### config.mk
export PLATFORM = sky130hd
export DESIGN_NAME = afqm_ctrl
export DESIGN_NICKNAME = d
export VERILOG_FILES = /design/src/rtl/afqm_pkg.sv /design/src/rtl/afqm_ctrl.sv
export SDC_FILE = /design/constraint.sdc
export NUM_CORES = 1
export LEC_CHECK = 0
export BUFFER_PORTS_ARGS = -buffer_cell sky130_fd_sc_hd__buf_2
export CORE_AREA = 2 2 39 41
export CTS_BUF_LIST = sky130_fd_sc_hd__clkbuf_8
export DETAILED_ROUTE_END_ITERATION = 6
export DIE_AREA = 0 0 41 43
export PLACE_DENSITY = 0.59
export SETUP_SLACK_MARGIN = 0.05
export SYNTH_ARGS = -nofsm -noshare
export SYNTH_HDL_FRONTEND = slang
export SYNTH_SLANG_ARGS = --single-unit
### constraint.sdc
create_clock -name i_clk -period 2.5 [get_ports i_clk]
set_input_delay 0.375 -clock i_clk [delete_from_list [all_inputs] [get_ports i_clk]]
set_output_delay 0.375 -clock i_clk [all_outputs]
set_load 0.005 [all_outputs]
### src/rtl/afqm_pkg.sv
package afqm_pkg;

    localparam int SAMPLE_W    = 16;
    localparam int FMIX_W      = 4;
    localparam int MAXMIX_W    = 4;
    localparam int LIMIT_W     = 5;
    localparam int CFG_IDX_W   = 2;
    localparam int CFG_DATA_W  = 5;
    localparam int RECIP_W     = 25;
    localparam int RECIP_SHIFT = 24;
    localparam int NSEL_W      = 5;

    // request commands
    localparam logic [1:0] CMD_PUSH  = 2'd0;
    localparam logic [1:0] CMD_TICK  = 2'd1;
    localparam logic [1:0] CMD_CLEAR = 2'd2;

    // configuration register indexes
    localparam logic [CFG_IDX_W-1:0] CFG_MAX_MIX     = 2'd0;
    localparam logic [CFG_IDX_W-1:0] CFG_QUEUE_LIMIT = 2'd1;
    localparam logic [CFG_IDX_W-1:0] CFG_LATENCY_CAP = 2'd2;

    typedef enum logic [3:0] {
        ST_IDLE,
        ST_PUSH,
        ST_TRIM_Q,
        ST_TICK_INIT,
        ST_RD,
        ST_ACC,
        ST_MUL,
        ST_EMIT,
        ST_POP,
        ST_TRIM_L
    } t_state;

    typedef struct packed {
        logic latch;
        logic clear;
        logic push_wr;
        logic trim;
        logic trim_lat;
        logic tick_init;
        logic rd_issue;
        logic mul;
        logic emit;
        logic pop;
    } t_ctl_cmd;

    typedef struct packed {
        logic push_close;
        logic n_zero;
        logic f_last;
        logic s_last;
        logic out_free;
    } t_dp_status;

    // ceil(2^24 / n): floor(m * recip >> 24) equals floor(m / n) for m below 2^20
    function automatic logic [RECIP_W-1:0] mix_recip(input logic [NSEL_W-1:0] n);
        case (n)
            5'd1:    return 25'd16777216;
            5'd2:    return 25'd8388608;
            5'd3:    return 25'd5592406;
            5'd4:    return 25'd4194304;
            5'd5:    return 25'd3355444;
            5'd6:    return 25'd2796203;
            5'd7:    return 25'd2396746;
            5'd8:    return 25'd2097152;
            5'd9:    return 25'd1864136;
            5'd10:   return 25'd1677722;
            5'd11:   return 25'd1525202;
            5'd12:   return 25'd1398102;
            5'd13:   return 25'd1290556;
            5'd14:   return 25'd1198373;
            5'd15:   return 25'd1118482;
            5'd16:   return 25'd1048576;
            default: return '0;
        endcase
    endfunction

endpackage

### src/rtl/afqm_ctrl.sv
module afqm_ctrl (
    input  logic                  i_clk,
    input  logic                  i_rst_n,
    input  logic                  i_in_valid,
    input  logic [1:0]            i_in_cmd,
    output logic                  o_in_ready,
    input  afqm_pkg::t_dp_status  i_status,
    output afqm_pkg::t_ctl_cmd    o_cmd
);

    afqm_pkg::t_state r_state;
    afqm_pkg::t_state n_state;

    always_ff @(posedge i_clk) begin
        if (!i_rst_n) begin
            r_state <= afqm_pkg::ST_IDLE;
        end else begin
            r_state <= n_state;
        end
    end

    always_comb begin
        n_state    = r_state;
        o_cmd      = '0;
        o_in_ready = 1'b0;
        case (r_state)
            afqm_pkg::ST_IDLE: begin
                o_in_ready = 1'b1;
                if (i_in_valid) begin
                    o_cmd.latch = 1'b1;
                    case (i_in_cmd)
                        afqm_pkg::CMD_PUSH:  n_state = afqm_pkg::ST_PUSH;
                        afqm_pkg::CMD_TICK:  n_state = afqm_pkg::ST_TICK_INIT;
                        afqm_pkg::CMD_CLEAR: o_cmd.clear = 1'b1;
                        default: ;
                    endcase
                end
            end
            afqm_pkg::ST_PUSH: begin
                o_cmd.push_wr = 1'b1;
                n_state = i_status.push_close ? afqm_pkg::ST_TRIM_Q : afqm_pkg::ST_IDLE;
            end
            afqm_pkg::ST_TRIM_Q: begin
                o_cmd.trim = 1'b1;
                n_state    = afqm_pkg::ST_IDLE;
            end
            afqm_pkg::ST_TICK_INIT: begin
                o_cmd.tick_init = 1'b1;
                n_state         = afqm_pkg::ST_RD;
            end
            afqm_pkg::ST_RD: begin
                // silent frame: nothing to read
                if (i_status.n_zero) begin
                    n_state = afqm_pkg::ST_MUL;
                end else begin
                    o_cmd.rd_issue = 1'b1;
                    if (i_status.f_last) begin
                        n_state = afqm_pkg::ST_ACC;
                    end
                end
            end
            afqm_pkg::ST_ACC: begin
                n_state = afqm_pkg::ST_MUL;
            end
            afqm_pkg::ST_MUL: begin
                o_cmd.mul = 1'b1;
                n_state   = afqm_pkg::ST_EMIT;
            end
            afqm_pkg::ST_EMIT: begin
                if (i_status.out_free) begin
                    o_cmd.emit = 1'b1;
                    if (!i_status.s_last) begin
                        n_state = afqm_pkg::ST_RD;
                    end else if (i_status.n_zero) begin
                        n_state = afqm_pkg::ST_IDLE;
                    end else begin
                        n_state = afqm_pkg::ST_POP;
                    end
                end
            end
            afqm_pkg::ST_POP: begin
                o_cmd.pop = 1'b1;
                n_state   = afqm_pkg::ST_TRIM_L;
            end
            afqm_pkg::ST_TRIM_L: begin
                o_cmd.trim     = 1'b1;
                o_cmd.trim_lat = 1'b1;
                n_state        = afqm_pkg::ST_IDLE;
            end
            default: begin
                n_state = afqm_pkg::ST_IDLE;
            end
        endcase
    end

endmodule

==> summary.md <==
| Metric | Value |
|---|---|
| Pwr dens | `527 nW/um2` |
| Post-synth EDFFs | `0` |
| Drt drc | `0` |
| H-tree levels | `1` |
| Final setup vio count | `0` |
| Worst hold slack | `0.431 ns` |
| Largest net degree at the start of global routing | `17` |
| Die area | `1760 um2` |
| Top-count cell post-synth | `nor2_1` |
| Most used DFF post-synth | `dfxtp_1` |
| Initial antenna violation count | `0` |
| WP depth | `3` |
| Fill cells | `150` |
| Starting Density | `0.289` |
| End of the worst hold path | `r_state[1]` |
| Post-CTS setup buffer count | `0` |
| Worst setup SP type | `flip-flop` |
| Worst reg2reg path endpoint | `r_state[1]` |
| Syn_nets | `63` |
| Clock Sinks | `4` |
| Drt pass-1 iters | `1` |
| Footprint of the multi-input gates | `283 um2` |
| Worst flop-to-flop path startpoint | `r_state[2]` |
| Worst Reg2Reg Path Length in Cells | `4` |
| Die Height | `43 um` |
| Total CTS buffers | `3` |
| Status | `completed` |
| Hold path startpoint | `i_rst_n` |
| Worst hold stages | `2` |
| Area contributors post-synth | `dfxtp_1, nor4_4, a21oi_1` |
| Number of flip-flops in the largest register | `4` |
| Yosys warnings | `0` |
| Max-slew headroom | `0.637` |
| # rows | `14` |
| Placer Congestion | `0.873` |
| Final Critical Period | `1.96 ns` |
| Grt total ovfl | `0` |
| Largest area contributor in the synthesized netlist | `dfxtp_1` |
| Critical Path AT | `1.59 ns` |
| Critical path type | `reg -> out` |
| Max Slew Vio Count | `0` |
| Antenna Cells | `0` |
| Post-CTS resize count | `0` |
| Netlist cell types | `31` |
| Crit path max fanout | `16` |
| Syn-to-layout area delta | `34.7%` |
| Worst hold-check path type | `in -> reg` |
| R2r setup slk | `0.79 ns` |
| Sequential area share after synthesis | `0.200` |
| Final hold vios | `0` |
| Crit-path leading delay family | `flip-flops` |
| WL per Instance | `10.8 um` |
| CORE AREA | `1380 um2` |
| Maxcap violations | `0` |
| Share of cells above drive strength 1 | `0.403` |
| Leakage power total | `0.000241 uW` |
| Largest regs | `r_state x4` |
| Crit path capture type | `primary output` |
| DP HPWL | `719 um` |
| Via/cell ratio | `5.13` |
| Slowest Stage Delay on Critical Path | `0.63 ns` |
| Post-route ant nets | `0` |
| Total Wirelength | `953 um` |
| Setup TNS | `0 ns` |
| CTS max path bufs | `2` |
| CTS tree | `built` |
| Fmax achieved | `510 MHz` |
| Most flops, register | `r_state` |
| Total track usage | `0.123` |
| Synth Register Bits | `4` |
| Register Area | `80.1 um2` |
| Final core utilization | `0.390` |
| Root buf cell | `clkbuf_8` |
| First-pass GRT wire length | `1480 um` |
| Vias | `451` |
| Post-Syn Instances | `53` |
| Cts hold-fix bufs | `0` |
| IO Port Bufs | `20` |
| Clock Skews | `0.00163 ns` |
| Slowest stage cell on the critical path | `dfxtp_1` |
| Period utilization | `0.785` |
| Die W | `41 um` |
| Post-synth top cells | `nor2_1, a21oi_1, dfxtp_1, nor3_1` |
| Top-area cell type share of the netlist area | `0.200` |
| Worst endpoint required time | `2.12 ns` |
| Peak supply drop | `0.530 mV` |
| Syn Std Cell Area | `400 um2` |
| Number of global-route vias before repair | `347` |
| CTS clock-pin slew for the worst setup and hold paths | `0.03 ns` |
| RSZ-0062 raised after global routing | `false` |
| Starting DRC count in detailed routing | `0` |
| Syn Area/Cell | `7.55 um2` |
| Async SR Flop Fraction | `0` |
| Worst path cell trace | `or3b_4 > nor3_1 > buf_2` |
| Ports | `21` |
| Buf/Inv on CP | `1` |
| Nets@finish | `84` |
| Tightest Pin Transition | `0.544 ns` |
| Worst skew pair latency | `0.21 ns` |
logic make-up after synthesis:
kind of cell,after synthesis,synth area share
buffers and inverters,8,0.0937
AOI/OAI and AO/OA,13,0.225
and+or+nand+nor,28,0.481
DFF,4,0.200
cell type report:
class | instances | share of cell area
clock buffer | 3 | 0.0766
timing repair buffer | 20 | 0.186
multi-input combinational | 41 | 0.524
tap | 16 | 0.0371
sequential | 4 | 0.148
inverter | 4 | 0.0278
how the worst max path moves through the flow:
stage          slack, ns        from  endpoint
6_report            0.54  r_state[2]  o_cmd[3]
5_1_grt             0.44  r_state[0]  o_cmd[8]
4_1_cts             0.55  r_state[2]  o_cmd[3]
3_5_place_dp        0.77  r_state[2]  o_cmd[3]
3_3_place_gp        0.79  r_state[2]  o_cmd[3]
2_1_floorplan       0.95  r_state[3]  o_cmd[8]
worst register-to-register path, stage by stage, from the launching register on:
cell	delay, ns
dfxtp_1	0.63
or3b_4	0.48
nor4_4	0.17
nor4b_2	0.11
a32o_1	0.23
per-layer routing:
metal | up-vias | global-route usage | wire (um)
met2 | 15 | 0.175 | 410
met3 | 0 | 0.0628 | 84
met1 | 200 | 0.165 | 458
met5 | - | 0 | 0
met4 | 0 | 0.0200 | 0
li1 | 236 | - | -
stage by stage:
stage	setup slack (ns)	std cells	cell area, um2	power [uW]
3_3_place_gp	0.787	85	498	154
4_1_cts	0.551	88	539	290
3_5_place_dp	0.767	85	498	154
2_1_floorplan	0.953	53	400	127
6_report	0.538	88	539	284
5_1_grt	0.443	88	539	308
layout by cell type, fill, tap and decap left out, drive strengths merged, types with 2 or more instances in the layout:
cell type  synthesis  routed
nor3b              2       2
a21oi              4       4
nor4               3       3
inv                4       4
clkbuf             3       3
buf                1      20
nor3               5       5
nor2               5       5
dfxtp              4       4
nand3              2       2
nand2              3       3
nand2b             2       2
report_power, final:
part	switching (uW)	internal [uW]
clock	29.2	102
combinational	30.5	35.4
sequential	17.9	68.7
total	77.6	206
Power figures use the tool's default switching activity.
